===== config.mk =====
export PLATFORM = sky130hd
export DESIGN_NAME = pfwp_front
export DESIGN_NICKNAME = d
export VERILOG_FILES = /design/src/pfwp_pkg.sv /design/src/pfwp_front.sv
export SDC_FILE = /design/constraint.sdc
export NUM_CORES = 1
export LEC_CHECK = 0
export ABC_AREA = 1
export BUFFER_PORTS_ARGS = -buffer_cell sky130_fd_sc_hd__buf_4
export CAP_MARGIN = 20
export CORE_ASPECT_RATIO = 0.75
export CORE_MARGIN = 1
export CORE_UTILIZATION = 47
export DETAILED_ROUTE_END_ITERATION = 8
export GPL_ROUTABILITY_DRIVEN = 0
export PLACE_DENSITY_LB_ADDON = 0.2
export SLEW_MARGIN = 15
export SYNTH_ARGS = -nofsm -noshare
export SYNTH_HDL_FRONTEND = slang
export SYNTH_SLANG_ARGS = --single-unit

===== constraint.sdc =====
create_clock -name vclk -period 3.81
set_input_delay 0.381 -clock vclk [all_inputs]
set_output_delay 0.381 -clock vclk [all_outputs]
set_load 0.005 [all_outputs]

===== src/pfwp_pkg.sv =====
// Package with the shared types and constants of the PLL frequency word programmer.
package pfwp_pkg;

  localparam int ACC_W     = 22;
  localparam int REM_W     = 16;
  localparam int NUM_CELLS = ACC_W;
  localparam int FREQ_W    = 12;
  localparam int STEP_W    = 14;
  localparam int REF_W     = 16;
  localparam int BAND_W    = 8;
  localparam int CFG_W     = 16;
  localparam int CODE_W    = 3;
  localparam int VCO_W     = FREQ_W + 6;
  localparam int PFD_W     = STEP_W + 6;
  localparam int R_W       = 10;
  localparam int NINT_W    = 16;

  localparam logic [CFG_W-1:0]  REFERENCE_KHZ_RESET = 16'd10000;
  localparam logic [BAND_W-1:0] BAND_SELECT_RESET   = 8'd160;

  localparam logic [VCO_W-1:0] VCO_LOW_MHZ  = 18'd2200;
  localparam logic [VCO_W-1:0] VCO_HIGH_MHZ = 18'd4400;
  localparam logic [ACC_W-1:0] KHZ_PER_MHZ  = 22'd1000;

  localparam logic [31:0] R5_WORD = 32'h0058_0005;
  localparam logic [31:0] R4_BASE = 32'h0080_003C;
  localparam logic [31:0] R3_WORD = 32'h0084_8503;
  localparam logic [31:0] R2_BASE = 32'h6100_2042;
  localparam logic [31:0] R1_WORD = 32'h0100_8009;

  localparam logic REG_REFERENCE_KHZ = 1'b0;
  localparam logic REG_BAND_SELECT   = 1'b1;

  typedef enum logic [2:0] {
    WORD_R5,
    WORD_R4,
    WORD_R3,
    WORD_R2,
    WORD_R1,
    WORD_R0
  } word_sel_t;

  typedef struct packed {
    logic [REM_W-1:0] rem;
    logic [ACC_W-1:0] acc;
    logic [REM_W-1:0] dsr;
  } lane_t;

  typedef struct packed {
    logic              valid;
    logic              err;
    logic [CODE_W-1:0] code;
    lane_t             a;
    lane_t             b;
  } cell_t;

endpackage


===== src/pfwp_front.sv =====
// Entry logic: picks the output divider, forms the PFD and loads both divider lanes.
module pfwp_front (
  input  logic                       valid,
  input  logic [pfwp_pkg::FREQ_W-1:0] freq_mhz,
  input  logic [pfwp_pkg::STEP_W-1:0] resolution_khz,
  input  logic [pfwp_pkg::REF_W-1:0]  reference_khz,
  output pfwp_pkg::cell_t            q
);
  import pfwp_pkg::*;

  logic [CODE_W-1:0] code;
  logic [PFD_W-1:0]  pfd;

  always_comb begin
    logic [VCO_W-1:0] vco;
    code = '0;
    for (int c = 6; c >= 1; c--) begin
      vco = VCO_W'(freq_mhz) << c;
      if (vco > VCO_LOW_MHZ && vco < VCO_HIGH_MHZ) begin
        code = CODE_W'(c);
      end
    end
  end

  assign pfd = PFD_W'(resolution_khz) << code;

  always_comb begin
    q.valid = valid;
    q.code  = code;
    q.err   = (code == '0) || (resolution_khz == '0) || (pfd[PFD_W-1:REM_W] != '0);
    q.a.rem = '0;
    q.a.acc = ACC_W'(freq_mhz) * KHZ_PER_MHZ;
    q.a.dsr = REM_W'(resolution_khz);
    q.b.rem = '0;
    q.b.acc = ACC_W'(reference_khz);
    q.b.dsr = pfd[REM_W-1:0];
  end

endmodule


==> results.ini <==
[worst_hold_path]
hp-class=in2out

[drt]
first_iter_violations=155
drcViolationCount=0
via_per_inst=4.81
dr.pass1.iters=6
avgRoutedWirePerCell_um=12.7
ant_nets=0
wirelength_um=9870
vias=3749

[grt]
grt_pass1_wl_um=16400
grt_pass1_vias=3571
overflow=0
grt_max_degree=22
antenna_found_initial=0
grt_use_total_pct=23.0

[floorplan]
core-area_um2=8020
dieWidth_um=108
num_rows=28
die-area_um2=8800
die_h_um=81.5
ios=156
start_util_pct=49.3

[placement]
postPlaceCellArea_um2=4800
dp_hpwl_um=8080
port_buffers=79

[timing]
hold_viol_final=0
setup_viol_count_final=12
max_freq_mhz=230
slew_violations=0
fin_setup_tns_ps=-4750
rsz0062_at_grt=yes
post-route-min-period_ps=4350
final.period_utilization_pct=114
worst_slack_ps=-540

[logic_synthesis]
synth_top_area_share_pct=22.4
synth_commonest_cells=nand2_1 (104), inv_1 (95), buf_4 (78)
synth_most_common_cell=nand2_1
synth-simple-area-share_pct=21.2
synth-warning-count=0
syn_area_um2=3960
yosys.area_share.adder_pct=41.7
ys_seq_area_share_pct=0
synthCells=549
ys_types=32
synthTopCellsByArea=ha_1 (22%), fa_1 (19%), buf_4 (15%)
syn_area_per_cell_um2=7.21
synth_compound_area_share_pct=7.68
synth_top_family_by_area=adder cells
synthXorXnorAreaFrac_pct=3.54
synth_top_area_cell=ha_1
synthMuxAreaShare_pct=0.506

[pwr]
p_sw_share_pct=45.5
p_seq_share_pct=0
intPower_mw=1.85
clock_power_share_pct=0
ir_drop_uv=820
power.leakage_nw=2.89
p_per_area_nw_per_um2=640
combPwrFrac_pct=100.0
p_switching_mw=1.55

[final_layout]
area.sequential_um2=0
area_delta_synth_final_pct=34.3
nFlopsAndLatches=0
stdcell_area_um2=5320
nets=828
layout-drive-gt1-share_pct=37.1
multi_input_area_um2=3450
diodes=0
fillCellCount=678
n_clock_buffer=0
fin_util_pct=66.3

[worst_setup_path]
required_ps=3430
end_kind=output port
start_kind=input pin
path_class=in2out
cp_max_fo=4
arrival_ps=3970

[status]
status=finished, violations left
violations=negative setup slack

[clocking]
cts.hold.buffers_added=0

[flow_run]
maxCapViolCount=0

[metal layers]
layer	wire (µm)	share of wire, %	vias to the layer above	track usage [%]
met5	0	0	-	0
met3	542	5.5	17	1.35
met2	4490	46	145	37.6
met1	4730	48	1735	34.0
met4	108	1.1	0	2.88
li1	-	-	1852	-
[layout by cell type, fill, tap and decap left out, types with 2 or more instances in the layout]
cell type,synthesis,layout
nand4_1,5,5
nand3_1,34,29
nor3_1,7,5
nand2_1,104,87
buf_4,78,147
a21oi_4,0,2
nor2_1,19,18
nand2_4,1,3
o31ai_1,2,2
buf_6,4,15
o21ai_1,16,17
nand3_2,5,9
conb_1,1,43
ha_4,0,13
nor3_2,0,2
o21ai_2,1,4
xnor2_1,2,2
inv_2,0,7
inv_1,95,83
nor2_2,2,3
fa_2,0,2
nand2_2,5,20
fa_1,38,36
ha_1,71,58
o211ai_1,5,5
buf_8,0,4
xor2_1,14,13
nor4_1,2,2
a21oi_1,19,10
a21oi_2,0,7
o21ai_0,9,5
clkinvlp_4,0,5
mux2i_1,2,2
[power by group through the flow]
| stage | sequential, mW | combinational, mW | clock [mW] |
|---|---|---|---|
| floorplan | 0 | 1.48 | 0 |
| global placement | 0 | 2.65 | 0 |
| detailed placement | 0 | 2.68 | 0 |
| CTS | 0 | 3.00 | 0 |
| global route | 0 | 3.76 | 0 |
| finish | 0 | 3.40 | 0 |
[critical path: stages]
cell     delay [ps]
buf_8           110
fa_2            600
inv_2            50
fa_1            470
fa_1            510
inv_1            40
fa_1            480
ha_4            320
nand3_2          70
nand3_2          80
nand3_2          80
nand2_2         100
nand2_2          60
nand2_2          80
nand2_2          50
nand2_2          70
nand3_2          70
nand2_2          70
xor2_1          160
buf_4           130
[final timing paths]
| check | startpoint | to | slack [ps] | depth (start not counted) |
|---|---|---|---|---|
| setup / recovery | freq_mhz[2] | q[88] | -540 | 20 |
| hold / removal | reference_khz[0] | q[16] | 760 | 0 |
[logic make-up (layout without fill, tap and decap cells)]
group                      Yosys count  count (layout)
adders and majority gates          109             109
muxes                                2               2
xor gates and xnor gates            16              16
AOI/OAI and AO/OA                   55              55
and+or+nand+nor                    186             186
other                                1              43
buffers and inverters              180             263
[per-stage QoR]
stage	setup WS, ps	cells	power, mW	hold slack [ps]
floorplan	-210	591	1.48	843
global placement	-550	756	2.65	762
detailed placement	-594	756	2.68	762
CTS	-520	772	3.00	762
global route	-672	779	3.76	762
finish	-540	779	3.40	762
[area by class of cell]
cell class	count	share of cell area, %
tap	105	2.47
timing repair buffer	167	25.4
inverter	96	7.18
multi-input combinational	411	64.9
[what timing repair did]
| action | 4_1_cts | 5_1_grt |
|---|---|---|
| pin swaps | 31 | 40 |
| buffers inserted | 18 | 9 |
| setup endpoints to repair | 12 | 13 |
| resized for setup | 39 | 44 |
Note: power is estimated with default switching activity, not from simulation.
