==> src/pfwp_pkg.sv <==
// Package with the shared types and constants of the PLL frequency word programmer.
package pfwp_pkg;

  localparam int ACC_W     = 22;
  localparam int REM_W     = 16;
  localparam int NUM_CELLS = ACC_W;
  localparam int FREQ_W    = 12;
  localparam int STEP_W    = 14;
  localparam int REF_W     = 16;
  localparam int BAND_W    = 8;
  localparam int CFG_W     = 16;
  localparam int CODE_W    = 3;
  localparam int VCO_W     = FREQ_W + 6;
  localparam int PFD_W     = STEP_W + 6;
  localparam int R_W       = 10;
  localparam int NINT_W    = 16;

  localparam logic [CFG_W-1:0]  REFERENCE_KHZ_RESET = 16'd10000;
  localparam logic [BAND_W-1:0] BAND_SELECT_RESET   = 8'd160;

  localparam logic [VCO_W-1:0] VCO_LOW_MHZ  = 18'd2200;
  localparam logic [VCO_W-1:0] VCO_HIGH_MHZ = 18'd4400;
  localparam logic [ACC_W-1:0] KHZ_PER_MHZ  = 22'd1000;

  localparam logic [31:0] R5_WORD = 32'h0058_0005;
  localparam logic [31:0] R4_BASE = 32'h0080_003C;
  localparam logic [31:0] R3_WORD = 32'h0084_8503;
  localparam logic [31:0] R2_BASE = 32'h6100_2042;
  localparam logic [31:0] R1_WORD = 32'h0100_8009;

  localparam logic REG_REFERENCE_KHZ = 1'b0;
  localparam logic REG_BAND_SELECT   = 1'b1;

  typedef enum logic [2:0] {
    WORD_R5,
    WORD_R4,
    WORD_R3,
    WORD_R2,
    WORD_R1,
    WORD_R0
  } word_sel_t;

  typedef struct packed {
    logic [REM_W-1:0] rem;
    logic [ACC_W-1:0] acc;
    logic [REM_W-1:0] dsr;
  } lane_t;

  typedef struct packed {
    logic              valid;
    logic              err;
    logic [CODE_W-1:0] code;
    lane_t             a;
    lane_t             b;
  } cell_t;

endpackage

==> src/pfwp_rsp_if.sv <==
// Result channel carrying one synthesizer register word per beat.
interface pfwp_rsp_if;
  logic        valid;
  logic        ready;
  logic [31:0] word;
  logic        last;
  logic        error;

  modport source (output valid, output word, output last, output error, input ready);
  modport sink (input valid, input word, input last, input error, output ready);
endinterface

==> src/pfwp_sequencer.sv <==
// Word sequencer: checks the quotients and sends the six register words, R5 first, or one zero error beat.
module pfwp_sequencer (
  input  logic                        clk,
  input  logic                        rst,
  input  pfwp_pkg::cell_t             d,
  input  logic [pfwp_pkg::BAND_W-1:0] band_select_divider,
  output logic                        take,
  pfwp_rsp_if.source                  rsp
);
  import pfwp_pkg::*;

  logic              busy;
  logic              err;
  logic [CODE_W-1:0] code;
  logic [R_W-1:0]    r;
  logic [NINT_W-1:0] nint;
  word_sel_t         idx;
  logic              last_beat;
  logic              load;

  assign last_beat = err || (idx == WORD_R0);
  assign take      = !busy || (rsp.ready && last_beat);
  assign load      = take && d.valid;

  always_ff @(posedge clk) begin
    if (rst) begin
      busy <= 1'b0;
      idx  <= WORD_R5;
    end else if (load) begin
      busy <= 1'b1;
      idx  <= WORD_R5;
    end else if (busy && rsp.ready) begin
      if (last_beat) begin
        busy <= 1'b0;
      end else begin
        idx <= word_sel_t'(idx + 3'd1);
      end
    end
  end

  always_ff @(posedge clk) begin
    if (load) begin
      err  <= d.err || (d.b.acc == '0) || (d.b.acc[ACC_W-1:R_W] != '0)
              || (d.a.acc[ACC_W-1:NINT_W] != '0);
      code <= d.code;
      r    <= d.b.acc[R_W-1:0];
      nint <= d.a.acc[NINT_W-1:0];
    end
  end

  always_comb begin
    case (idx)
      WORD_R5: rsp.word = R5_WORD;
      WORD_R4: rsp.word = R4_BASE | {9'b0, code, band_select_divider, 12'b0};
      WORD_R3: rsp.word = R3_WORD;
      WORD_R2: rsp.word = R2_BASE | {8'b0, r, 14'b0};
      WORD_R1: rsp.word = R1_WORD;
      WORD_R0: rsp.word = {1'b0, nint, 15'b0};
      default: rsp.word = '0;
    endcase
    if (err) begin
      rsp.word = '0;
    end
  end

  assign rsp.valid = busy;
  assign rsp.last  = last_beat;
  assign rsp.error = err;

  a_error_single: assert property (@(posedge clk) disable iff (rst)
    rsp.valid && rsp.error |-> rsp.last && rsp.word == '0)
    else $error("error beat is not a lone zero word");

  a_stall_holds: assert property (@(posedge clk) disable iff (rst)
    busy && !rsp.ready |=> busy && $stable(idx))
    else $error("word index moved during a stall");

  a_sequence_continues: assert property (@(posedge clk) disable iff (rst)
    rsp.valid && rsp.ready && !rsp.last |=> rsp.valid && !rsp.error)
    else $error("word sequence broken before its last beat");

endmodule

==> src/flat_wrapper.sv <==
// flat-port wrapper written by rule: the top's interface ports become plain ports
module pfwp_sequencer_flat import pfwp_pkg::*;
  (clk, rst, d, band_select_divider, take, rsp_valid, rsp_word, rsp_last, rsp_error, rsp_ready);
  pfwp_rsp_if rsp_i ();
  input  logic clk;
  input  logic rst;
  input  pfwp_pkg::cell_t d;
  input  logic [pfwp_pkg::BAND_W-1:0] band_select_divider;
  output logic take;
  output wire logic [$bits(rsp_i.valid)-1:0] rsp_valid;
  output wire logic [$bits(rsp_i.word)-1:0] rsp_word;
  output wire logic [$bits(rsp_i.last)-1:0] rsp_last;
  output wire logic [$bits(rsp_i.error)-1:0] rsp_error;
  input wire logic [$bits(rsp_i.ready)-1:0] rsp_ready;
  assign rsp_valid = rsp_i.valid;
  assign rsp_word = rsp_i.word;
  assign rsp_last = rsp_i.last;
  assign rsp_error = rsp_i.error;
  assign rsp_i.ready = rsp_ready;
  pfwp_sequencer u_core (.clk(clk), .rst(rst), .d(d), .band_select_divider(band_select_divider), .take(take), .rsp(rsp_i));
endmodule
==> config.mk <==
export PLATFORM = sky130hd
export DESIGN_NAME = pfwp_sequencer_flat
export DESIGN_NICKNAME = d
export VERILOG_FILES = /design/src/pfwp_pkg.sv /design/src/pfwp_rsp_if.sv /design/src/pfwp_sequencer.sv /design/src/flat_wrapper.sv
export SDC_FILE = /design/constraint.sdc
export NUM_CORES = 1
export LEC_CHECK = 0
export BUFFER_PORTS_ARGS = -buffer_cell sky130_fd_sc_hd__buf_4
export CAP_MARGIN = 20
export CORE_UTILIZATION = 35
export CTS_CLUSTER_SIZE = 24
export DETAILED_ROUTE_END_ITERATION = 8
export GPL_ROUTABILITY_DRIVEN = 0
export HOLD_SLACK_MARGIN = 0.02
export PLACE_DENSITY = 0.76
export SKIP_CTS_REPAIR_TIMING = 1
export SYNTH_ARGS = -nofsm -noshare
export SYNTH_HDL_FRONTEND = slang
export SYNTH_SLANG_ARGS = --single-unit
==> constraint.sdc <==
create_clock -name clk -period 3 [get_ports clk]
set_input_delay 0.6 -clock clk [delete_from_list [all_inputs] [get_ports clk]]
set_output_delay 0.6 -clock clk [all_outputs]
set_load 0.005 [all_outputs]
==> results <==
- The run finished with clean final reports.
- The maximum operating frequency is 369.4 MHz.
- In this run the static leakage power is around 0.0011 uW.
- The async set-or-reset flop fraction in the synthesized netlist is 0.
- The final hold violation count is 0.
- The H-tree generated during clock tree synthesis spans 2 levels.
- In this run the mean area of a mapped cell was 11.33 um2.
- The share of synthesized area in the top cell type comes to 0.5229.
- Detailed routing inserted a total of 1531 vias.
- The sum of negative setup slack is 0 ps.
- Setup repair after global routing left no endpoint under its margin.
- The kind of critical path is reg2out.
- The critical path arrival is 2110 ps.
- The initialized floorplan defines 25 standard-cell rows.
- The smallest hold slack is 469.1 ps.
- In the finished design, the share of the clock period the worst path needs comes to 0.9024.
- Across the VDD grid, the largest voltage drop is 242.9 uV.
- In the post-synthesis netlist, the cell with the most instances is sky130_fd_sc_hd__edfxtp_1.
- For this configuration, the core starts out at a cell density of 0.3648.
- During I/O placement, the number of pins put on the boundary was 160.
- The total clock buffers created by CTS is 5.
- The mapped netlist covers about 0.0017 mm2.
- The final count of negative-setup-slack endpoints is 0.
- Data on the critical path is required at its endpoint by around 2400 ps.
- Of the cells placed in the final design, the portion with a size suffix greater than 1 is 0.4512.
- The core area is 0.004723 mm2.
- Ranked by total cell area, the synthesized netlist is headed by sky130_fd_sc_hd__edfxtp_1 52%, sky130_fd_sc_hd__dfxtp_1 4.6%, sky130_fd_sc_hd__a21oi_1 3.8%.
- The number of nets still failing antenna checks after routing is 0.
- At the end of the flow the core is filled with cells to 0.5417.
- After detailed routing, the number of remaining DRC violations is 0.
- The tightest min-delay check is of the in2reg type.
- The clock-pin slew on the worst setup and hold paths is 70 ps.
- The number of instances in the synthesized netlist is 152.
- The critical path buffer and inverter count is 3.
- The clock root buffer is sky130_fd_sc_hd__clkbuf_8.
- The HPWL reported at the end of detailed placement is 3383 um.
- The distinct cell type count after synthesis is 37.
- Port buffering added 91 buffers.
- For this run the aggregate overflow at the end of global routing stands at 0.
- Of the synthesized area, sequential elements account for 0.5694.
- The first global-routing pass estimated approximately 7000 um of wire.
- The maximum number of buffers from clock root to sink is 2.
- The synthesized design spends more area on one cell type than any other, namely sky130_fd_sc_hd__edfxtp_1.
- Along the worst path, the maximum fanout reaches 9.
- The area of the die is 0.005207 mm2.
- The cell at the slowest stage of the critical path is sky130_fd_sc_hd__o41ai_4.
- Walking the worst path, the cells encountered are inv_1 -> ha_1 -> o41ai_4 -> buf_4 -> nor2_1 -> buf_4.
- In the final routed layout, each cell accounts on average for 14.20 um.
- The number of global-route vias before repair is 1518.
- The tool flagged a number of max-cap violations equal to 0.
- The worst setup path is launched from a flop.
- The cell that appears most often on the critical path is sky130_fd_sc_hd__buf_4.
- The post-layout net count is 375.
- The delay of the slowest cell on the worst path is 560 ps.
- Synthesis inferred 34 register bits.
- The clock tree from TritonCTS is yes.
- Clock skew on the completed layout was measured at ~6.7 ps.
- Ranked by instance count, the synthesized netlist is headed by 30 x sky130_fd_sc_hd__edfxtp_1, 16 x sky130_fd_sc_hd__nor2_1, 13 x sky130_fd_sc_hd__a21oi_1.
- The routed via count divided by cell count is 4.891.
- The initial antenna violation count was 0.
- The first detailed-routing pass ran for 4 iterations.
- The total count of max-transition violations in the final report came to 0.
- For this run, the total global-route usage over all layers was measured as 0.1793.
- 0 antenna diodes ended up in the layout.
- CTS saw 34 sinks.
- The final period demand of the worst path is 2707 ps.
- The count of cells in the finished layout, fillers not included, comes to 313.
- Grouping stages by cell kind, the critical path spends the most delay in compound AO/OA/AOI/OAI gates.
- The total power is a little under 1000 uW.
- Relative to the synthesized area, the layout overhead comes to 48.51%.
- The capturing element type of the critical path is an output pin.
- The total number of yosys warnings is 0.
- The later pin in the worst-skew pair is clocked with a latency of 280 ps.
- The vertical die dimension is 72.16 um.
- The horizontal extent of the die is between 70 and 80 um.
- The number of enable-type register cells in the synthesized netlist is 30.
- The total wire length is 4445 um.
- In the synthesized netlist the dominant register cell turns out to be sky130_fd_sc_hd__edfxtp_1.
- Counting tap cells, the placed design contains a total of ~310 instances.
- Entering global routing, the biggest net connects 31 pins.
- The count of routing violations after the opening detailed-route iteration is 65.
- The power per cell area is 377.4 mW/mm2.
-- state kept, by name (all words and copies together), names as in the netlist --
register and count:
u_core.rsp.error 1, u_core.code 3, u_core.idx 3, u_core.r 10, u_core.rsp.valid 1, u_core.nint 16
-- layer usage --
layer,global-route usage,up-vias,part of all wire
met4,0.1002,0,0.029
met1,0.2177,709,0.41
met5,0,-,0
li1,-,737,-
met3,0.03750,11,0.065
met2,0.2970,74,0.49
-- cells by family after synthesis --
logic type | synth area share
other | 0.002177
and+or+nand+nor | 0.1416
AOI/OAI and AO/OA | 0.1387
buffers and inverters | 0.07263
muxes | 0.03921
adders and majority gates | 0.03631
DFF | 0.5694
-- cell type report --
type	instances	area (um2)
clock buffer	5	68.82
clock inverter	2	10.01
fill	440	2165
inverter	9	33.78
multi-input combinational	98	645.6
sequential	34	980.9
tap	67	83.83
timing repair buffer	98	735.7
-- final timing paths --
check | endpoint | start | slack (ps) | cells past startpoint
worst max register to register | u_core.nint[9]$_DFFE_PP_ | u_core.idx[0]$_SDFFE_PP0P_ | 1110 | 5
worst min-delay path | u_core.rsp.valid$_SDFFE_PP0P_ | rst | 470 | 2
worst max-delay path | rsp_word[20] | u_core.idx[0]$_SDFFE_PP0P_ | 290 | 6
worst min register to register | u_core.idx[1]$_SDFFE_PP0P_ | u_core.idx[1]$_SDFFE_PP0P_ | 520 | 2
-- where the power goes --
part	leakage (uW)	switching, uW	internal, uW
registers	0.000324	8.54	551
logic	0.000712	35.5	58.3
clock network	0.0000438	157	155
-- layout by cell type, fill, tap and decap left out, types with 3 or more instances in the layout --
| cell | n |
|---|---|
| sky130_fd_sc_hd__a21oi_1 | 13 |
| sky130_fd_sc_hd__clkbuf_8 | 5 |
| sky130_fd_sc_hd__edfxtp_1 | 30 |
| sky130_fd_sc_hd__and3_1 | 3 |
| sky130_fd_sc_hd__inv_1 | 7 |
| sky130_fd_sc_hd__conb_1 | 4 |
| sky130_fd_sc_hd__dfxtp_1 | 4 |
| sky130_fd_sc_hd__ha_1 | 5 |
| sky130_fd_sc_hd__a22oi_1 | 4 |
| sky130_fd_sc_hd__nor2_1 | 16 |
| sky130_fd_sc_hd__nand2_1 | 7 |
| sky130_fd_sc_hd__nor4_1 | 6 |
| sky130_fd_sc_hd__mux2_1 | 5 |
| sky130_fd_sc_hd__nand3_1 | 4 |
| sky130_fd_sc_hd__o21ai_0 | 4 |
| sky130_fd_sc_hd__and2_1 | 4 |
| sky130_fd_sc_hd__buf_4 | 98 |
-- stage by stage --
stage	area (um2)	worst slack (ps)
2_1_floorplan	1734	340.2
4_1_cts	2547	115.4
3_5_place_dp	2469	434.9
6_report	2559	292.9
3_3_place_gp	2469	515.9
5_1_grt	2559	157.0
No activity file was read; power rests on OpenSTA's default activity.
