--- src/pfwp_pkg.sv ---
// Package with the shared types and constants of the PLL frequency word programmer.
package pfwp_pkg;

  localparam int ACC_W     = 22;
  localparam int REM_W     = 16;
  localparam int NUM_CELLS = ACC_W;
  localparam int FREQ_W    = 12;
  localparam int STEP_W    = 14;
  localparam int REF_W     = 16;
  localparam int BAND_W    = 8;
  localparam int CFG_W     = 16;
  localparam int CODE_W    = 3;
  localparam int VCO_W     = FREQ_W + 6;
  localparam int PFD_W     = STEP_W + 6;
  localparam int R_W       = 10;
  localparam int NINT_W    = 16;

  localparam logic [CFG_W-1:0]  REFERENCE_KHZ_RESET = 16'd10000;
  localparam logic [BAND_W-1:0] BAND_SELECT_RESET   = 8'd160;

  localparam logic [VCO_W-1:0] VCO_LOW_MHZ  = 18'd2200;
  localparam logic [VCO_W-1:0] VCO_HIGH_MHZ = 18'd4400;
  localparam logic [ACC_W-1:0] KHZ_PER_MHZ  = 22'd1000;

  localparam logic [31:0] R5_WORD = 32'h0058_0005;
  localparam logic [31:0] R4_BASE = 32'h0080_003C;
  localparam logic [31:0] R3_WORD = 32'h0084_8503;
  localparam logic [31:0] R2_BASE = 32'h6100_2042;
  localparam logic [31:0] R1_WORD = 32'h0100_8009;

  localparam logic REG_REFERENCE_KHZ = 1'b0;
  localparam logic REG_BAND_SELECT   = 1'b1;

  typedef enum logic [2:0] {
    WORD_R5,
    WORD_R4,
    WORD_R3,
    WORD_R2,
    WORD_R1,
    WORD_R0
  } word_sel_t;

  typedef struct packed {
    logic [REM_W-1:0] rem;
    logic [ACC_W-1:0] acc;
    logic [REM_W-1:0] dsr;
  } lane_t;

  typedef struct packed {
    logic              valid;
    logic              err;
    logic [CODE_W-1:0] code;
    lane_t             a;
    lane_t             b;
  } cell_t;

endpackage

--- src/pfwp_div_cell.sv ---
// One divider cell: a restoring step on each lane, registered toward the next cell.
module pfwp_div_cell (
  input  logic            clk,
  input  logic            rst,
  input  logic            en,
  input  pfwp_pkg::cell_t d,
  output pfwp_pkg::cell_t q
);
  import pfwp_pkg::*;

  function automatic lane_t lane_step(lane_t l);
    logic [REM_W:0] trial;
    lane_t          n;
    trial = {l.rem, l.acc[ACC_W-1]};
    n = l;
    if (trial >= {1'b0, l.dsr}) begin
      n.rem = REM_W'(trial - {1'b0, l.dsr});
      n.acc = {l.acc[ACC_W-2:0], 1'b1};
    end else begin
      n.rem = trial[REM_W-1:0];
      n.acc = {l.acc[ACC_W-2:0], 1'b0};
    end
    return n;
  endfunction

  always_ff @(posedge clk) begin
    if (en) begin
      q.err  <= d.err;
      q.code <= d.code;
      q.a    <= lane_step(d.a);
      q.b    <= lane_step(d.b);
    end
    if (rst) begin
      q.valid <= 1'b0;
    end else if (en) begin
      q.valid <= d.valid;
    end
  end

endmodule

--- config.mk ---
export PLATFORM = sky130hd
export DESIGN_NAME = pfwp_div_cell
export DESIGN_NICKNAME = d
export VERILOG_FILES = /design/src/pfwp_pkg.sv /design/src/pfwp_div_cell.sv
export SDC_FILE = /design/constraint.sdc
export NUM_CORES = 1
export LEC_CHECK = 0
export ABC_CLOCK_PERIOD_IN_PS = 7800
export BUFFER_PORTS_ARGS = -buffer_cell sky130_fd_sc_hd__clkbuf_2
export CAP_MARGIN = 5
export CORE_MARGIN = 2
export CORE_UTILIZATION = 52
export CTS_CLUSTER_SIZE = 20
export DETAILED_ROUTE_END_ITERATION = 7
export PLACE_DENSITY = 0.85
export SLEW_MARGIN = 20
export SYNTH_ARGS = -nofsm -noshare
export SYNTH_HDL_FRONTEND = slang
export SYNTH_SLANG_ARGS = --single-unit
--- constraint.sdc ---
create_clock -name clk -period 7.8 [get_ports clk]
set_clock_uncertainty 0.1 [all_clocks]
set_input_delay 1.56 -clock clk [delete_from_list [all_inputs] [get_ports clk]]
set_output_delay 1.56 -clock clk [all_outputs]
set_load 0.005 [all_outputs]
==> results of run 1 <==
## cells in the final DEF, fill, tap and decap left out, types with 10 or more instances in the layout
master / count
clkbuf_2: 227
edfxtp_1: 112
inv_1: 46
ha_1: 32
a21oi_1: 19
nand2_1: 17
nor2_1: 17
clkbuf_16: 16
mux2_2: 15
o21ai_0: 14
mux2_4: 11
xor2_1: 10
xnor2_1: 10
## power breakdown
part / internal, mW / total, mW / switching (mW) / leakage (nW)
combinational: 0.155 / 0.319 / 0.163 / 2.06
clock: 0.457 / 0.740 / 0.283 / 0.279
sequential: 0.745 / 0.764 / 0.0190 / 1.10
## worst min-delay path, stage by stage, from the launching register on
cell and delay [ns]:
dfxtp_1 0.33, mux2i_1 0.07, nor2_1 0.07
## through the flow
step           cell area, um2  cells
2_1_floorplan            5600    409
3_3_place_gp             6880    771
3_5_place_dp             6880    771
4_1_cts                  7450    803
5_1_grt                  7450    803
6_report                 7450    803
## how the worst max path moves through the flow
stage,from,end
2_1_floorplan,d[37],q[52]
3_3_place_gp,d[6],q[53]
3_5_place_dp,d[57],q[99]
4_1_cts,d[55],q[95]
5_1_grt,d[55],q[95]
6_report,d[57],q[95]
## cell families after synthesis
group,count (synthesis),synth area share [%]
xor gates and xnor gates,20,3.13
and+or+nand+nor,74,6.75
buffers and inverters,49,3.86
DFF,113,60.4
adders and majority gates,34,7.86
AOI/OAI and AO/OA,86,10.8
muxes,33,7.21
## layout make-up
class | count | area [um2] | share of cell area (%)
Inverter | 46 | 173 | 2.32
Sequential cell | 113 | 3380 | 45.4
Multi-Input combinational cell | 247 | 2000 | 26.9
Clock inverter | 15 | 160 | 2.15
Tap cell | 136 | 170 | 2.28
Clock buffer | 17 | 414 | 5.56
Timing Repair Buffer | 229 | 1150 | 15.4
## routing by layer
metal	global-route usage [%]	share of wire, %	wire [um]	vias to the layer above
met2	41.7	51	7090	241
li1	-	-	-	2036
met1	27.1	36	4980	2032
met3	7.08	9.3	1290	37
met4	10.3	3.5	485	0
met5	0	0	0	-
==> results.sh, run 1 <==
export IMPL_outcome="finished, final reports clean"
export IMPL_first_pass_iters=4
export IMPL_syn_area_um2=5600
export IMPL_cap_violations=0
export IMPL_syn_num_nets=559
export IMPL_slew_headroom_pct=40.6
export IMPL_grt_pass1_wl_mm=20.9
export IMPL_rsz0062_at_grt="false"
export IMPL_gp_congestion=0.849
export IMPL_clock_sinks=113
export IMPL_dp_hpwl_mm=10.4
export IMPL_numCtsBuffers=17
export IMPL_io_buffer_count=228
export IMPL_synth_cells=409
export IMPL_routed_wl_mm=13.8
export IMPL_crit_buf_inv=2
export IMPL_cp_slowest_cell="o21ai_4"
export IMPL_startpoint_type="primary input"
export IMPL_hold_end="q[112]"
export IMPL_dieArea_um2=11600
export IMPL_drive_above_1_share_pct=44.7
export IMPL_max_vdd_ir_drop_uv=119
export IMPL_critPathTopFamily="compound AO/OA/AOI/OAI gates"
export IMPL_synth_edf_count=112
export IMPL_power_leakage_nw=3.44
export IMPL_power_density_nw_per_um2=245
export IMPL_hold_viol=0
export IMPL_ff2ff_setup_slack_ns=7.12
export IMPL_r2r_cells=2
export IMPL_largestRegisters="q x113"
export IMPL_antenna_left=0
export IMPL_period_share_pct=50.2
export IMPL_wire_per_inst_um=17.2
export IMPL_final_nets=804
export IMPL_required_ns=7.96
export IMPL_synth_largest_area_cell="edfxtp_1"
export IMPL_cts_buffer_depth=2
export IMPL_cts_root_buf="clkbuf_8"
export IMPL_synthTopCellsByCount="edfxtp_1 (112), inv_1 (46), ha_1 (32), a21oi_1 (19)"
export IMPL_fmax_mhz=255
export IMPL_cts_tree="yes"
export IMPL_post_synth_top_count_cell="edfxtp_1"
export IMPL_grt_pass1_vias=4313
export IMPL_grt_usage_pct=23.9
export IMPL_largest_reg_flops=113
export IMPL_top_register="q"
export IMPL_ios=229
export IMPL_crit_fanout=17
export IMPL_num_antenna_cells=0
export IMPL_area_delta_synth_final_pct=33.1
export IMPL_crit_path_end_kind="register"
export IMPL_cts_hold_buf=0
export IMPL_ys_seq_elements=113
export IMPL_synthDominantCellAreaShare_pct=60.0
export IMPL_cts_setup_buffers=0
export IMPL_grt_overflow=0
export IMPL_vias_per_cell=5.41
export IMPL_yosysWarnings=0
export IMPL_antenna_found_initial=0
export IMPL_r2r_end="q[112]"
export IMPL_fp_coreArea_um2=10400
export IMPL_async_reset_ff_share_pct=0
export IMPL_fp_dieW_um=108
export IMPL_hold_path_class="register to register"
export IMPL_hold_depth=2
export IMPL_crit_chain="clkbuf_2 > inv_1 > ha_1 > nand2_1 > o21bai_1 > a211oi_1 > o21ai_1 > o21ai_4 > mux2_2"
export IMPL_tns_ns=0
export IMPL_drcViolationCount=0
export IMPL_whs_ns=0.399
export IMPL_via_count=4346
export IMPL_path_class="primary input to register"
export IMPL_yosysSeqAreaShare_pct=60.4
export IMPL_die_y_um=108
export IMPL_cts_htree_levels=4
export IMPL_rows=37
export IMPL_worst_pin_slew_ns=0.891
export IMPL_report_final_slew_viol_count=0
export IMPL_arrival_ns=4.08
export IMPL_cts_repair_resized=0
export IMPL_rr_startpoint="q[112]"
export IMPL_clkTransAtPathRegs_ns=0.06
export IMPL_synth_area_leaders="edfxtp_1 (60%), ha_1 (7.1%), inv_1 (3.1%), mux2_2 (3.0%), mux2_4 (2.9%)"
export IMPL_power_mw=1.82
export IMPL_drt_iter0_drc=255
export IMPL_setup_viol=0
export IMPL_dp_slack_ns=3.42
export IMPL_fin_util_pct=71.9
export IMPL_critical_path_depth=9
export IMPL_slowest_delay_ns=0.59
export IMPL_syn_avg_cell_area_um2=13.7
export IMPL_worstSkewPairLatency_ns=0.51
export IMPL_final_fill_count=708
export IMPL_hp_start="q[112]"
export IMPL_setup_ws_ns=3.88
export IMPL_initial_utilization_pct=54.0
export IMPL_grt_max_degree=74
export IMPL_synth_ff_type="edfxtp_1"
export IMPL_fin_crit_ns=3.92
export IMPL_synth_cell_types=55
(Power assumes the default switching activity.)
==> inputs of run 2 (changes only) <==
- ABC_CLOCK_PERIOD_IN_PS: 7800 -> 3430
- CORE_UTILIZATION: 52 -> 44
- PLACE_DENSITY: 0.85 -> 0.77
- clock period: 7.8 -> 3.43 ns (I/O delays scaled with it)
==> run 2 against run 1 <==
Effect of this change:
- sequential cell count unchanged
- power grew 140%
- count of clock-buffer cells in the layout increased by 4
- sequential share of layout area is 1.1 points lower
- cell count increased by 5.4%
- worst setup slack got worse by 3.4 ns
- critical endpoint is now q[107]
- highest routed layer unchanged
==> results.sh, run 2 (synthesis results as in run 1) <==
export IMPL_grt_usage_pct=19.7
export IMPL_placed_area_um2=7010
export IMPL_fin_cells=846
export IMPL_fin_util_pct=61.0
export IMPL_wire_per_inst_um=16.0
export IMPL_required_ns=3.48
export IMPL_cts_repair_resized=0
export IMPL_period_share_pct=85.5
export IMPL_crit_fanout=17
export IMPL_report_final_slew_viol_count=0
export IMPL_tns_ns=0
export IMPL_layout_commonest_cell="clkbuf_2"
export IMPL_cap_violations=0
export IMPL_top_register="q"
export IMPL_setup_ws_ns=0.498
export IMPL_grt_max_degree=43
export IMPL_max_vdd_ir_drop_uv=421
export IMPL_largest_reg_flops=113
export IMPL_setup_viol=0
export IMPL_drcViolationCount=0
export IMPL_antenna_left=0
export IMPL_fmax_mhz=341
export IMPL_dp_slack_ns=0.121
export IMPL_initial_utilization_pct=44.8
export IMPL_stdcell_area_um2=7630
export IMPL_routed_wl_mm=13.5
export IMPL_clock_sinks=113
export IMPL_gp_congestion=0.874
export IMPL_io_buffer_count=228
export IMPL_worstSkewPairLatency_ns=0.41
export IMPL_grt_pass1_wl_mm=20.2
export IMPL_power_density_nw_per_um2=568
export IMPL_crit_path_end_kind="register"
export IMPL_ios=229
export IMPL_path_class="primary input to register"
export IMPL_die_y_um=117
export IMPL_largestRegisters="q x113"
export IMPL_grt_overflow=0
export IMPL_rows=41
export IMPL_via_count=4262
export IMPL_worst_pin_slew_ns=0.665
export IMPL_hold_viol=0
export IMPL_dieArea_um2=13600
export IMPL_fin_crit_ns=2.93
export IMPL_cts_htree_levels=4
export IMPL_clkTransAtPathRegs_ns=0.05
export IMPL_cts_hold_buf=0
export IMPL_power_mw=4.33
export IMPL_dp_hpwl_mm=10.4
export IMPL_drt_iter0_drc=334
export IMPL_numCtsBuffers=17
export IMPL_final_nets=812
export IMPL_num_antenna_cells=0
export IMPL_whs_ns=0.337
export IMPL_arrival_ns=2.98
export IMPL_cts_setup_buffers=0
export IMPL_rsz0062_at_grt="false"
export IMPL_startpoint_type="primary input"
export IMPL_drive_above_1_share_pct=44.7
export IMPL_cts_tree="yes"
export IMPL_area_delta_synth_final_pct=36.3
export IMPL_fp_dieW_um=117
export IMPL_cts_root_buf="clkbuf_16"
export IMPL_final_cell_mix="clkbuf_2 (227), edfxtp_1 (112), inv_1 (46)"
export IMPL_grt_pass1_vias=4086
export IMPL_power_leakage_nw=3.50
export IMPL_placed_cells=815
export IMPL_outcome="finished, final reports clean"
export IMPL_antenna_found_initial=0
export IMPL_hold_path_class="primary input to register"
export IMPL_cts_buffer_depth=2
export IMPL_slew_headroom_pct=55.5
export IMPL_first_pass_iters=5
export IMPL_vias_per_cell=5.04
export IMPL_fp_coreArea_um2=12500
-- run 2: area by class of cell --
type | count | area [um2]
fillers | 1015 | 4880
flip-flops and latches | 113 | 3380
multi-input cells | 247 | 2000
repair buffers | 237 | 1240
clock buffers | 21 | 440
well taps | 172 | 215
clock inverters | 10 | 185
inverters | 46 | 173
-- run 2: worst paths after layout --
| path | slack, ns | end | from | cells past startpoint |
|---|---|---|---|---|
| max reg2reg | 2.75 | q[112] | q[112] | 2 |
| min reg2reg | 0.40 | q[112] | q[112] | 2 |
| max | 0.50 | q[107] | d[61] | 9 |
| min | 0.34 | q[112] | rst | 2 |
-- run 2: layer usage --
metal  routed length [um]  global-route usage [%]  part of all wire (%)
met1                 5520                    23.4                    41
met2                 6650                    32.9                    49
met3                 1170                    6.95                   8.6
met4                  210                    7.37                   1.6
met5                    0                       0                     0
-- run 2: power breakdown --
| group | switching, mW | internal [mW] | total, mW |
|---|---|---|---|
| logic | 0.366 | 0.368 | 0.734 |
| clock network | 0.580 | 1.28 | 1.86 |
| registers | 0.0441 | 1.69 | 1.74 |
| total | 0.990 | 3.34 | 4.33 |
-- run 2: critical path, cell delays in order --
cell      delay (ns)
clkbuf_2        0.10
inv_1           0.04
ha_1            0.37
nand4_1         0.19
or4_1           0.58
o21ai_1         0.21
a41oi_2         0.09
o21ai_4         0.29
mux2_2          0.41
==> inputs of run 3 (changes only) <==
- REMOVE_ABC_BUFFERS: not set -> 1
==> run 3 against run 2 <==
Effect of this change:
- non-clock buffer count shrank 2
- sequential cell count is the same
- worst setup slack lost 0.26 ns
- sequential power is essentially flat
- highest routed layer unchanged
==> results.sh, run 3 (synthesis results as in run 1) <==
export IMPL_final_nets=810
export IMPL_grt_overflow=0
export IMPL_cap_violations=0
export IMPL_grt_pass1_vias=4203
export IMPL_hold_path_class="primary input to register"
export IMPL_num_antenna_cells=0
export IMPL_final_cell_mix="clkbuf_2 (227), edfxtp_1 (112), inv_1 (46)"
export IMPL_cts_buffer_depth=2
export IMPL_period_share_pct=92.9
export IMPL_clkTransAtPathRegs_ns=0.05
export IMPL_via_count=4337
export IMPL_top_register="q"
export IMPL_initial_utilization_pct=44.8
export IMPL_final_seq_area_um2=3380
export IMPL_clock_sinks=113
export IMPL_dieArea_um2=13600
export IMPL_largest_reg_flops=113
export IMPL_layout_commonest_cell="clkbuf_2"
export IMPL_startpoint_type="primary input"
export IMPL_worstSkewPairLatency_ns=0.40
export IMPL_path_class="primary input to register"
export IMPL_setup_ws_ns=0.243
export IMPL_setup_viol=0
export IMPL_cts_root_buf="clkbuf_16"
export IMPL_largestRegisters="q x113"
export IMPL_fmax_mhz=314
export IMPL_crit_path_end_kind="register"
export IMPL_hp_start="rst"
export IMPL_hold_depth=2
export IMPL_cts_htree_levels=4
export IMPL_dp_hpwl_mm=10.7
export IMPL_dp_slack_ns=-0.151
export IMPL_worst_pin_slew_ns=0.735
export IMPL_rows=41
export IMPL_grt_pass1_wl_mm=20.2
export IMPL_tns_ns=0
export IMPL_area_delta_synth_final_pct=36.1
export IMPL_fp_dieW_um=117
export IMPL_power_density_nw_per_um2=570
export IMPL_gp_congestion=0.845
export IMPL_antenna_found_initial=0
export IMPL_grt_max_degree=55
export IMPL_r2r_cells=2
export IMPL_fin_crit_ns=3.19
export IMPL_rr_startpoint="q[112]"
export IMPL_antenna_left=0
export IMPL_numCtsBuffers=17
export IMPL_max_vdd_ir_drop_uv=296
export IMPL_r2r_end="q[112]"
export IMPL_hold_end="q[112]"
export IMPL_vias_per_cell=5.13
export IMPL_power_leakage_nw=3.50
export IMPL_cts_setup_buffers=0
export IMPL_die_y_um=117
export IMPL_ios=229
export IMPL_rsz0062_at_grt="false"
export IMPL_final_fill_count=1029
export IMPL_required_ns=3.48
export IMPL_drt_iter0_drc=330
export IMPL_cts_hold_buf=0
export IMPL_wire_per_inst_um=16.3
export IMPL_drcViolationCount=0
export IMPL_slew_headroom_pct=50.5
export IMPL_fp_coreArea_um2=12500
export IMPL_power_mw=4.35
export IMPL_drive_above_1_share_pct=44.9
export IMPL_cts_repair_resized=0
export IMPL_whs_ns=0.337
export IMPL_report_final_slew_viol_count=0
export IMPL_ff2ff_setup_slack_ns=2.74
export IMPL_routed_wl_mm=13.8
export IMPL_crit_fanout=17
export IMPL_hold_viol=0
export IMPL_outcome="finished, final reports clean"
export IMPL_arrival_ns=3.24
export IMPL_cts_tree="yes"
export IMPL_first_pass_iters=4
export IMPL_grt_usage_pct=19.6
export IMPL_io_buffer_count=228
export IMPL_multi_input_area_um2=2000
run 3: how the worst max path moves through the flow:
stage	start	to	slack (ns)	cells after the start
2_1_floorplan	d[6]	q[40]	0.35	8
3_3_place_gp	d[57]	q[98]	0.03	9
3_5_place_dp	d[57]	q[97]	-0.15	9
4_1_cts	d[57]	q[97]	0.28	9
5_1_grt	d[62]	q[99]	0.09	8
6_report	d[62]	q[97]	0.24	8
run 3: cell type report:
cell class / count / share of cell area [%]
inverter: 46 / 2.27
tap: 172 / 2.82
multi-input combinational: 247 / 26.3
timing repair buffer: 235 / 15.9
clock buffer: 17 / 5.58
clock inverter: 15 / 2.82
sequential: 113 / 44.4
run 3: stage by stage:
stage	util, %	instances	cell area [um2]
floorplan	-	406	5560
detailed placement	55.8	813	6980
global placement	55.8	813	6980
CTS	60.9	845	7620
finish	60.9	845	7620
global route	60.9	845	7620
run 3: layer usage:
layer	track usage [%]	share of wire (%)	wire, um	vias to the layer above
li1	-	-	-	2060
met1	21.7	38	5250	2046
met2	33.7	51	7020	203
met3	7.00	7.9	1080	28
met4	9.65	3.1	421	0
met5	0	0	0	-
run 3: worst max-delay path: stages:
cell	delay (ns)
clkbuf_2	0.10
inv_1	0.05
ha_1	0.38
nand4_1	0.21
a211oi_1	0.55
o21ai_1	0.24
o21ai_4	0.60
mux2_2	0.41
run 3: where the power goes:
part / switching (mW) / internal (mW) / total, mW
clock: 0.600 / 1.28 / 1.88
sequential: 0.0420 / 1.69 / 1.74
combinational: 0.368 / 0.363 / 0.731
total: 1.01 / 3.34 / 4.35
